[config.mk]
export PLATFORM = sky130hd
export DESIGN_NAME = preemptive_priority_scheduler_top
export DESIGN_NICKNAME = d
export VERILOG_FILES = /design/src/pps_pkg.sv /design/src/preemptive_priority_scheduler_top.sv
export SDC_FILE = /design/constraint.sdc
export NUM_CORES = 1
export LEC_CHECK = 0
export BUFFER_PORTS_ARGS = -buffer_cell sky130_fd_sc_hd__buf_2
export CAP_MARGIN = 20
export CORE_ASPECT_RATIO = 2
export CORE_MARGIN = 2
export CORE_UTILIZATION = 45
export CTS_BUF_LIST = sky130_fd_sc_hd__clkbuf_4 sky130_fd_sc_hd__clkbuf_8
export CTS_CLUSTER_SIZE = 12
export DETAILED_ROUTE_END_ITERATION = 12
export PLACE_DENSITY_LB_ADDON = 0.25
export SYNTH_ARGS = -nofsm -noshare
export SYNTH_HDL_FRONTEND = slang
export SYNTH_SLANG_ARGS = --single-unit
[constraint.sdc]
create_clock -name clk_i -period 13.9 [get_ports clk_i]
set_input_delay 3.475 -clock clk_i [delete_from_list [all_inputs] [get_ports clk_i]]
set_output_delay 3.475 -clock clk_i [all_outputs]
set_load 0.03 [all_outputs]
[src/pps_pkg.sv]
// Package for the preemptive priority scheduler: slot table sizes, item codes,
// the task memory entry layout and the sequencer state type. No dependencies.
`timescale 1ns / 1ps
`default_nettype none

package pps_pkg;

  localparam int TASK_SLOTS   = 16;
  localparam int TABLE_DEPTH  = 16;
  localparam int ACTIVE_SLOTS = (TASK_SLOTS < TABLE_DEPTH) ? TASK_SLOTS : TABLE_DEPTH;

  localparam int SLOT_W  = 4;
  localparam int CNT_W   = 5;
  localparam int TIME_W  = 32;
  localparam int ARR_W   = 16;
  localparam int BURST_W = 16;
  localparam int PRI_W   = 8;

  localparam logic [SLOT_W-1:0] LAST_SLOT  = SLOT_W'(ACTIVE_SLOTS - 1);
  localparam logic [CNT_W-1:0]  SLOT_LIMIT = CNT_W'(ACTIVE_SLOTS);
  localparam logic [TIME_W-1:0] TIME_MAX   = '1;

  localparam logic OP_LOAD = 1'b0;
  localparam logic OP_TICK = 1'b1;

  typedef struct packed {
    logic [ARR_W-1:0]   arrival;
    logic [BURST_W-1:0] burst;
    logic [PRI_W-1:0]   priority_val;
    logic [BURST_W-1:0] remaining;
  } task_ent_t;

  typedef enum logic [2:0] {
    ST_IDLE,
    ST_SCAN,
    ST_DRAIN,
    ST_UPDATE,
    ST_TURN,
    ST_FINISH
  } sched_state_e;

endpackage

`default_nettype wire

[src/preemptive_priority_scheduler_top.sv]
// Preemptive priority scheduler top level: task memory, scan sequencer and
// result register. Depends on pps_pkg.
//
// Load items write one slot of a 16-entry task memory. For tick items, every
// slot is read once through the single read port of the task memory, one
// slot per cycle, while the best ready task is tracked. The chosen task is
// then written back, the time counter advances, and turnaround and waiting
// are formed in two further steps. A per-slot pending bit, cleared at reset,
// marks slots with work left, so the memory needs no clearing pass. The
// result waits in an output register; the next item is taken as soon as the
// block is idle.
`timescale 1ns / 1ps
`default_nettype none

module preemptive_priority_scheduler_top (
  input  wire logic                         clk_i,
  input  wire logic                         rst_ni,
  input  wire logic                         in_valid_i,
  output logic                              in_stall_o,
  input  wire logic                         operation_i,
  input  wire logic [pps_pkg::SLOT_W-1:0]   slot_i,
  input  wire logic [pps_pkg::ARR_W-1:0]    arrival_time_i,
  input  wire logic [pps_pkg::BURST_W-1:0]  burst_length_i,
  input  wire logic [pps_pkg::PRI_W-1:0]    task_priority_i,
  output logic                              out_valid_o,
  input  wire logic                         out_stall_i,
  output logic                              ran_valid_o,
  output logic [pps_pkg::SLOT_W-1:0]        ran_slot_o,
  output logic                              task_finished_o,
  output logic [pps_pkg::TIME_W-1:0]        turnaround_time_o,
  output logic [pps_pkg::TIME_W-1:0]        waiting_time_o,
  output logic [pps_pkg::TIME_W-1:0]        current_time_o,
  output logic                              all_done_o
);

  localparam logic [pps_pkg::BURST_W-1:0] BURST_ONE = pps_pkg::BURST_W'(1);

  pps_pkg::task_ent_t mem_q [pps_pkg::TABLE_DEPTH];
  pps_pkg::task_ent_t rdata_q;

  pps_pkg::sched_state_e state_q, state_d;

  logic [pps_pkg::TABLE_DEPTH-1:0] pending_q, pending_d;
  logic [pps_pkg::CNT_W-1:0]       loaded_q, loaded_d;
  logic [pps_pkg::CNT_W-1:0]       completed_q, completed_d;
  logic [pps_pkg::TIME_W-1:0]      time_q, time_next;

  logic [pps_pkg::SLOT_W-1:0]      scan_idx_q, scan_idx_d;
  logic [pps_pkg::SLOT_W-1:0]      rd_idx_q;
  logic                            rd_vld_q, rd_vld_d;

  logic                            op_q;
  logic                            best_vld_q;
  logic [pps_pkg::SLOT_W-1:0]      best_slot_q;
  logic [pps_pkg::ARR_W-1:0]       best_arr_q;
  logic [pps_pkg::BURST_W-1:0]     best_burst_q;
  logic [pps_pkg::PRI_W-1:0]       best_pri_q;
  logic [pps_pkg::BURST_W-1:0]     best_rem_q;
  logic                            fin_q;
  logic [pps_pkg::TIME_W-1:0]      tat_q;
  logic [pps_pkg::TIME_W-1:0]      wait_val;
  logic [pps_pkg::CNT_W-1:0]       pend_cnt;

  logic                            in_acc;
  logic                            load_ok;
  logic                            cand;
  logic                            better;
  logic                            finishing;
  logic                            out_free;
  logic                            out_load;

  logic                            mem_re;
  logic [pps_pkg::SLOT_W-1:0]      mem_raddr;
  logic                            mem_we;
  logic [pps_pkg::SLOT_W-1:0]      mem_waddr;
  pps_pkg::task_ent_t              mem_wdata;

  assign in_acc    = in_valid_i && !in_stall_o;
  assign load_ok   = ({1'b0, slot_i} < pps_pkg::SLOT_LIMIT);
  assign out_free  = !out_valid_o || !out_stall_i;
  assign time_next = (time_q == pps_pkg::TIME_MAX) ? time_q : time_q + 1'b1;
  assign finishing = best_vld_q && (best_rem_q == BURST_ONE);
  assign pend_cnt  = loaded_q - completed_q;

  assign cand = rd_vld_q && pending_q[rd_idx_q] &&
                ({{(pps_pkg::TIME_W-pps_pkg::ARR_W){1'b0}}, rdata_q.arrival} <= time_q);
  assign better = !best_vld_q || (rdata_q.priority_val < best_pri_q) ||
                  ((rdata_q.priority_val == best_pri_q) && (rdata_q.arrival < best_arr_q));

  assign wait_val = (tat_q >= {{(pps_pkg::TIME_W-pps_pkg::BURST_W){1'b0}}, best_burst_q}) ?
                    tat_q - {{(pps_pkg::TIME_W-pps_pkg::BURST_W){1'b0}}, best_burst_q} : '0;

  // next state
  always_comb begin
    state_d = state_q;
    unique case (state_q)
      pps_pkg::ST_IDLE: begin
        if (in_acc) begin
          state_d = (operation_i == pps_pkg::OP_TICK) ? pps_pkg::ST_SCAN : pps_pkg::ST_FINISH;
        end
      end
      pps_pkg::ST_SCAN: begin
        if (scan_idx_q == pps_pkg::LAST_SLOT) begin
          state_d = pps_pkg::ST_DRAIN;
        end
      end
      pps_pkg::ST_DRAIN:  state_d = pps_pkg::ST_UPDATE;
      pps_pkg::ST_UPDATE: state_d = pps_pkg::ST_TURN;
      pps_pkg::ST_TURN:   state_d = pps_pkg::ST_FINISH;
      pps_pkg::ST_FINISH: begin
        if (out_free) begin
          state_d = pps_pkg::ST_IDLE;
        end
      end
      default: state_d = pps_pkg::ST_IDLE;
    endcase
  end

  // sequencer outputs
  always_comb begin
    in_stall_o  = 1'b1;
    mem_re      = 1'b0;
    mem_raddr   = scan_idx_q;
    mem_we      = 1'b0;
    mem_waddr   = slot_i;
    mem_wdata   = '{arrival: arrival_time_i, burst: burst_length_i,
                    priority_val: task_priority_i, remaining: burst_length_i};
    scan_idx_d  = scan_idx_q;
    rd_vld_d    = 1'b0;
    pending_d   = pending_q;
    loaded_d    = loaded_q;
    completed_d = completed_q;
    out_load    = 1'b0;
    unique case (state_q)
      pps_pkg::ST_IDLE: begin
        in_stall_o = 1'b0;
        scan_idx_d = '0;
        if (in_acc && (operation_i == pps_pkg::OP_LOAD) && load_ok) begin
          mem_we = 1'b1;
          pending_d[slot_i] = (burst_length_i != '0);
          if (!pending_q[slot_i] && (burst_length_i != '0)) begin
            loaded_d = loaded_q + 1'b1;
          end else if (pending_q[slot_i] && (burst_length_i == '0)) begin
            loaded_d = loaded_q - 1'b1;
          end
        end
      end
      pps_pkg::ST_SCAN: begin
        mem_re     = 1'b1;
        rd_vld_d   = 1'b1;
        scan_idx_d = scan_idx_q + 1'b1;
      end
      pps_pkg::ST_UPDATE: begin
        mem_waddr = best_slot_q;
        mem_wdata = '{arrival: best_arr_q, burst: best_burst_q,
                      priority_val: best_pri_q, remaining: best_rem_q - 1'b1};
        if (best_vld_q) begin
          mem_we = 1'b1;
          if (finishing) begin
            pending_d[best_slot_q] = 1'b0;
            completed_d = completed_q + 1'b1;
          end
        end
      end
      pps_pkg::ST_FINISH: begin
        out_load = out_free;
      end
      default: begin
      end
    endcase
  end

  always_ff @(posedge clk_i) begin
    if (mem_we) begin
      mem_q[mem_waddr] <= mem_wdata;
    end
    if (mem_re) begin
      rdata_q <= mem_q[mem_raddr];
    end
  end

  always_ff @(posedge clk_i or negedge rst_ni) begin
    if (!rst_ni) begin
      state_q     <= pps_pkg::ST_IDLE;
      pending_q   <= '0;
      loaded_q    <= '0;
      completed_q <= '0;
      time_q      <= '0;
      scan_idx_q  <= '0;
      rd_vld_q    <= 1'b0;
      best_vld_q  <= 1'b0;
      fin_q       <= 1'b0;
      out_valid_o <= 1'b0;
    end else begin
      state_q     <= state_d;
      pending_q   <= pending_d;
      loaded_q    <= loaded_d;
      completed_q <= completed_d;
      scan_idx_q  <= scan_idx_d;
      rd_vld_q    <= rd_vld_d;
      if (in_acc) begin
        best_vld_q <= 1'b0;
        fin_q      <= 1'b0;
      end else if (cand && better) begin
        best_vld_q <= 1'b1;
      end
      if (state_q == pps_pkg::ST_UPDATE) begin
        time_q <= time_next;
        fin_q  <= finishing;
      end
      if (out_load) begin
        out_valid_o <= 1'b1;
      end else if (!out_stall_i) begin
        out_valid_o <= 1'b0;
      end
    end
  end

  always_ff @(posedge clk_i) begin
    if (mem_re) begin
      rd_idx_q <= mem_raddr;
    end
    if (in_acc) begin
      op_q        <= operation_i;
      best_slot_q <= '0;
      tat_q       <= '0;
    end else if (cand && better) begin
      best_slot_q  <= rd_idx_q;
      best_arr_q   <= rdata_q.arrival;
      best_burst_q <= rdata_q.burst;
      best_pri_q   <= rdata_q.priority_val;
      best_rem_q   <= rdata_q.remaining;
    end
    if ((state_q == pps_pkg::ST_TURN) && fin_q) begin
      tat_q <= time_q - {{(pps_pkg::TIME_W-pps_pkg::ARR_W){1'b0}}, best_arr_q};
    end
    if (out_load) begin
      ran_valid_o       <= (op_q == pps_pkg::OP_TICK) && best_vld_q;
      ran_slot_o        <= best_slot_q;
      task_finished_o   <= fin_q;
      turnaround_time_o <= fin_q ? tat_q : '0;
      waiting_time_o    <= fin_q ? wait_val : '0;
      current_time_o    <= time_q;
      all_done_o        <= (completed_q == loaded_q);
    end
  end

  a_pending_count: assert property (@(posedge clk_i) disable iff (!rst_ni)
    $countones(pending_q) == int'(pend_cnt))
    else $error("pending bits disagree with load and completion counts");

  a_best_pending: assert property (@(posedge clk_i) disable iff (!rst_ni)
    (state_q == pps_pkg::ST_UPDATE && best_vld_q) |-> pending_q[best_slot_q])
    else $error("chosen task has no work left");

  a_finish_ran: assert property (@(posedge clk_i) disable iff (!rst_ni)
    (out_valid_o && task_finished_o) |-> ran_valid_o)
    else $error("completion reported without a task running");

  a_time_mono: assert property (@(posedge clk_i) disable iff (!rst_ni)
    ##1 (time_q >= $past(time_q)))
    else $error("time counter moved backward");

  a_scan_no_write: assert property (@(posedge clk_i) disable iff (!rst_ni)
    (state_q == pps_pkg::ST_SCAN || state_q == pps_pkg::ST_DRAIN) |-> !mem_we)
    else $error("task memory written during scan");

endmodule

`default_nettype wire
Word level (Yosys, flattened, before mapping) --
Memories as Yosys holds them, arrays and structs flattened. A register that Yosys moved wholly into a read port is not among the register bits. Index checks and enable logic that the tools add are counted.
Word-level totals: register bits after elaboration 269, memory bits (writable) 896, input port bits 49, output and inout port bits 105, logic and storage cells 140, memories 1
Memory list:
- mem_q | depth 16, bits a word 56, rd ports 1, clocked after memory_dff 1, wr ports 1, RTL line preemptive_priority_scheduler_top.sv:38 | pps_pkg::task_ent_t mem_q [pps_pkg::TABLE_DEPTH];
Cells by class: add/sub/neg operators 8, order comparisons 9, equal/unequal tests 17, multiplexer cells 39, bitwise operators 5, reduce and logical (&&, ||, !) cells 36
Operators by type and width (number):
- $mux 32 | 2
- $sub 32x16->32 | 2
- $mux 56 | 1
- $mux 16 | 3
- $add 32x1->32 const B | 1
- $eq 32x32->1 const B | 1
- $ge 32x16->1 | 1
- $le 16x32->1 | 1
- $pmux 16 s2 | 1
- $pmux 3 s6 | 1
- $mux 1 | 17
- $and 16x16->16 | 1
- $bwmux 16 | 1
- $eq 16x1->1 const B | 1
- $logic_not 16->1 | 1
- $lt 16x16->1 | 1
- $not 16->16 | 1
- $reduce_bool 16->1 | 1
- $sub 16x1->16 const B | 1
- $lt 4x5->1 const B | 3
- $logic_and 1x1->1 | 13
- $mux 3 | 4
- $reduce_bool 2->1 | 6
- $add 5x1->5 const B | 2
- other kinds (25) | 47

Logic depth before layout (Yosys ltp) --
word-level depth 9, mapped depth 12, depth with buffers taken out 11

Least setup slack after synthesis --
No wires, ideal clock.
kind input to register, start input port out_stall_i, end register all_done_o, enable pin, setup time 565 ps, arrival time 7941 ps, data required time 13335 ps, setup slack 5394 ps, stages 3, path buffers 0, path through nand2_1 > nand2_1 > nor2_1
Between the ends: longest elaborated chain between the ends 3
RTL lines:
- from (decl) | RTL line preemptive_priority_scheduler_top.sv:26 | input wire logic out_stall_i,
- $logic_not 1->1
- $logic_or 1x1->1 | RTL line preemptive_priority_scheduler_top.sv:80 | assign out_free = !out_valid_o || !out_stall_i;
- $mux 1 | RTL line preemptive_priority_scheduler_top.sv:134 | unique case (state_q)
- named net out_load | RTL line preemptive_priority_scheduler_top.sv:70 | logic out_load;
- to (signal assigned) | RTL line preemptive_priority_scheduler_top.sv:244 | all_done_o <= (completed_q == loaded_q);
- to (decl) | RTL line preemptive_priority_scheduler_top.sv:33 | output logic all_done_o
The timed path passes the listed nets, and every way through them passes these cells. A chain may end at the register's enable or synchronous reset.

Worst setup path after layout --
start input port in_valid_i, end memory mem_q[7][35] (netlist bit), enable pin
Between the ends: longest elaborated chain between the ends 6
RTL lines:
- from (decl) | RTL line preemptive_priority_scheduler_top.sv:18 | input wire logic in_valid_i,
- $logic_and 1x1->1 | RTL line preemptive_priority_scheduler_top.sv:78 | assign in_acc = in_valid_i && !in_stall_o;
- $logic_and 1x1->1 | RTL line preemptive_priority_scheduler_top.sv:138 | if (in_acc && (operation_i == pps_pkg::OP_LOAD) && load_ok) begin
- $mux 1 | RTL line preemptive_priority_scheduler_top.sv:138
- $pmux 1 s2 | RTL line preemptive_priority_scheduler_top.sv:134
- $mux 1 | RTL line preemptive_priority_scheduler_top.sv:174 | if (mem_we) begin
- $mux 1 (implied by the code) | RTL line preemptive_priority_scheduler_top.sv:175 | mem_q[mem_waddr] <= mem_wdata;
- to (decl) | RTL line preemptive_priority_scheduler_top.sv:38
No other way between the ends.

==> results.yml <==
grt:
  met3_usage_pct: 3.70
  first_global_vias: 30100
  top_usage_layer: "met2"
  antenna_found_initial: 8
  gr-usage-met1_pct: 25.9
  gr-total-overflow: 0
  grt_max_degree: 137
  grt_pass1_wl_um: 197000
  grt_usage_pct: 23.7
  use_met2_pct: 44.2
die:
  die_h_um: 477
  start_util_pct: 45.3
  coreArea_mm2: 0.111
  rows: 173
  die_x_um: 241
  num_io_pins: 154
  dieArea_mm2: 0.115
yosys:
  synth-edff-count: 1148
  synth_xor_area_share_pct: 1.51
  synth_ff_type: "edfxtp_1"
  yosys_warnings: 0
  ys_seq_elements: 1221
  avgSynthCellArea_um2: 16.3
  synthesis.nets: 3217
  synth_top_area_share_pct: 68.5
  yosysTopAreaCell: "edfxtp_1"
  synth_compound_area_share_pct: 6.98
  synth.area.mux_share_pct: 10.3
  synthSimpleGateAreaFrac_pct: 5.36
  yosys.cell_count.top_type: "edfxtp_1"
  yosys.cell_types.count: 72
  ys_top_cells_by_area: "edfxtp_1 (68%), mux4_2 (5.4%), mux2i_1 (3.5%), dfrtp_1 (3.4%), o21ai_0 (2.2%)"
  yosys.area_share.adder_pct: 2.11
  synthesis.area_mm2: 0.0503
  synthCells: 3085
  synthTopCellsByCount: "edfxtp_1 (1148), o21ai_0 (217), nand2_1 (186), mux2i_1 (175), a21oi_1 (125)"
  ys_seq_area_share_pct: 72.1
  synth_top_family_by_area: "multiplexers"
  synthArstFlopShare_pct: 5.65
drt:
  ant_nets: 0
  wirelength_um: 134000
  drc: 0
  drt_first_pass_iters: 6
  vias: 28800
  drtIter0Drc: 2250
  vias_per_cell: 5.80
  wire_per_inst_um: 27.0
clock_tree:
  cts_hold_buf: 0
  root_buffer: "clkbuf_8"
  htreeDepth: 4
  path_clk_slew_ps: 60
  clk_latency_ps: 880
  numCtsBuffers: 164
  clockBufferDepth: 3
  cts.repair.resized: 0
  postCtsSetupBuffers: 0
  cts_tree: "done"
  clock-sinks: 1221
status:
  run_status: "finished, final reports clean"
cells_and_area:
  drive_gt1_share_pct: 20.8
  fin_nets: 3479
  multi_input_area_mm2: 0.0134
  final.fill_count: 9151
  seq_area_mm2: 0.0363
  syn_to_final_growth_pct: 12.1
worst_setup_path:
  crit_path_max_incr_delay_ps: 870
  cp-end-kind: "register"
  setup.worst_path.class: "in -> reg"
  crit_fanout: 44
  path_cells: "buf_2 > nand2_1 > nor3_1 > o21ai_0 > o22ai_1 > nand2b_1 > nor2_4 > buf_4"
  path_buf_inv: 2
  crit_family: "simple AND/OR/NAND/NOR gates"
  cp-start-kind: "primary input"
  cpMaxStageDelayCell: "buf_4"
  required_ps: 14380
  cp.arrival_ps: 6550
sta:
  rsz0062_at_grt: "no"
  tightestPinTransition_ps: 1100
  setup_slack_ps: 7830
  finalSetupViolCount: 0
  period_minus_slack_ps: 6070
  hold_viol: 0
  max_freq_ghz: 0.165
  period_share_pct: 43.7
  final.setup_skew_ps: 47.9
  tns_ps: 0
  slew_violations: 0
  timing.hold.ws_ps: 415
  relSlewSlack_pct: 26.6
power_and_ir_drop:
  p_leak_uw: 0.0195
  powerDensity_mw_per_mm2: 175
  ir_drop_uv: 197
place:
  place_congestion: 0.946
  pre_cts_ws_ps: 7000
  dp_hpwl_um: 83400
  io_buffers: 153
flow_run:
  cap_violations: 0
min_path:
  worstHoldPathType: "reg -> reg"
[registers in the layout, indices dropped and copies added, names as in the netlist, 3 cells and up]
| register | cells |
|---|---|
| current_time_o | 32 |
| state_q | 3 |
| best_pri_q | 8 |
| waiting_time_o | 32 |
| best_burst_q | 16 |
| ran_slot_o | 4 |
| best_arr_q | 16 |
| rdata_q | 56 |
| tat_q | 32 |
| best_rem_q | 16 |
| time_q | 32 |
| rd_idx_q | 4 |
| turnaround_time_o | 32 |
| mem_q | 896 |
| loaded_q | 5 |
| best_slot_q | 4 |
| pending_q | 16 |
| mem_raddr | 4 |
| completed_q | 5 |
[metal layers]
metal / up-vias / share of wire, %
li1: 12700 / -
met1: 14700 / 35
met2: 1084 / 55
met3: 325 / 5.0
met4: 4 / 4.7
met5: - / 0.041
[placed cells by master (no fill, tap or decap), drive strengths merged, types with 53 or more instances in the layout]
cell,n
edfxtp,1148
buf,241
clkbuf,228
o21ai,217
nand2,186
mux2i,175
a21oi,125
mux4,121
nor2,106
inv,81
ha,80
dfrtp,69
xnor2,67
mux2,63
a221oi,57
a22oi,57
clkinv,53
[final timing paths]
path / slack [ps] / cells past startpoint / to / from
setup / recovery: 7830 / 8 / mem_q[7][35] / in_valid_i
hold / removal: 420 / 0 / best_burst_q[11] / rdata_q[35]
setup reg to reg: 9630 / 10 / best_burst_q[1] / time_q[1]
hold reg to reg: 420 / 0 / best_burst_q[11] / rdata_q[35]
max in group asynchronous: 10380 / 1 / mem_raddr[1] / rst_ni
min in group asynchronous: 2760 / 1 / completed_q[4] / rst_ni
[power by group]
part / total (uW) / switching (uW) / internal [uW] / leakage [uW]
combinational: 2590 / 1590 / 991 / 0.00647
sequential: 4640 / 202 / 4440 / 0.0114
clock: 2640 / 1320 / 1320 / 0.00167
total: 9860 / 3120 / 6740 / 0.0195
[cell type report]
type,count,share of cell area [%]
Clock buffer,228,4.91
Inverter,75,0.499
Antenna cell,3,0.0133
Timing Repair Buffer,242,2.65
Clock inverter,64,0.660
Sequential cell,1221,64.3
Tap cell,1487,3.30
Multi-Input combinational cell,1643,23.7
[kinds of logic (layout without fill, tap and decap cells)]
group | count (synthesis) | in the layout
other | 0 | 3
muxes | 359 | 359
xor gates and xnor gates | 87 | 87
adders and majority gates | 83 | 83
DFF | 1221 | 1221
AOI/OAI and AO/OA | 565 | 565
and+or+nand+nor | 549 | 549
buffers and inverters | 221 | 609
[metrics by stage]
stage | cells | area [um^2] | utilization, % | total power (uW)
final | 4963 | 56500 | 50.8 | 9860
after global routing | 4962 | 56500 | 50.8 | 10300
after CTS | 4958 | 56400 | 50.8 | 9960
after detailed placement | 4666 | 53300 | 48.0 | 7310
after global placement | 4650 | 53100 | 47.9 | 7240
after floorplan | 3085 | 50300 | - | 6430
No activity file was read; power rests on OpenSTA's default activity.
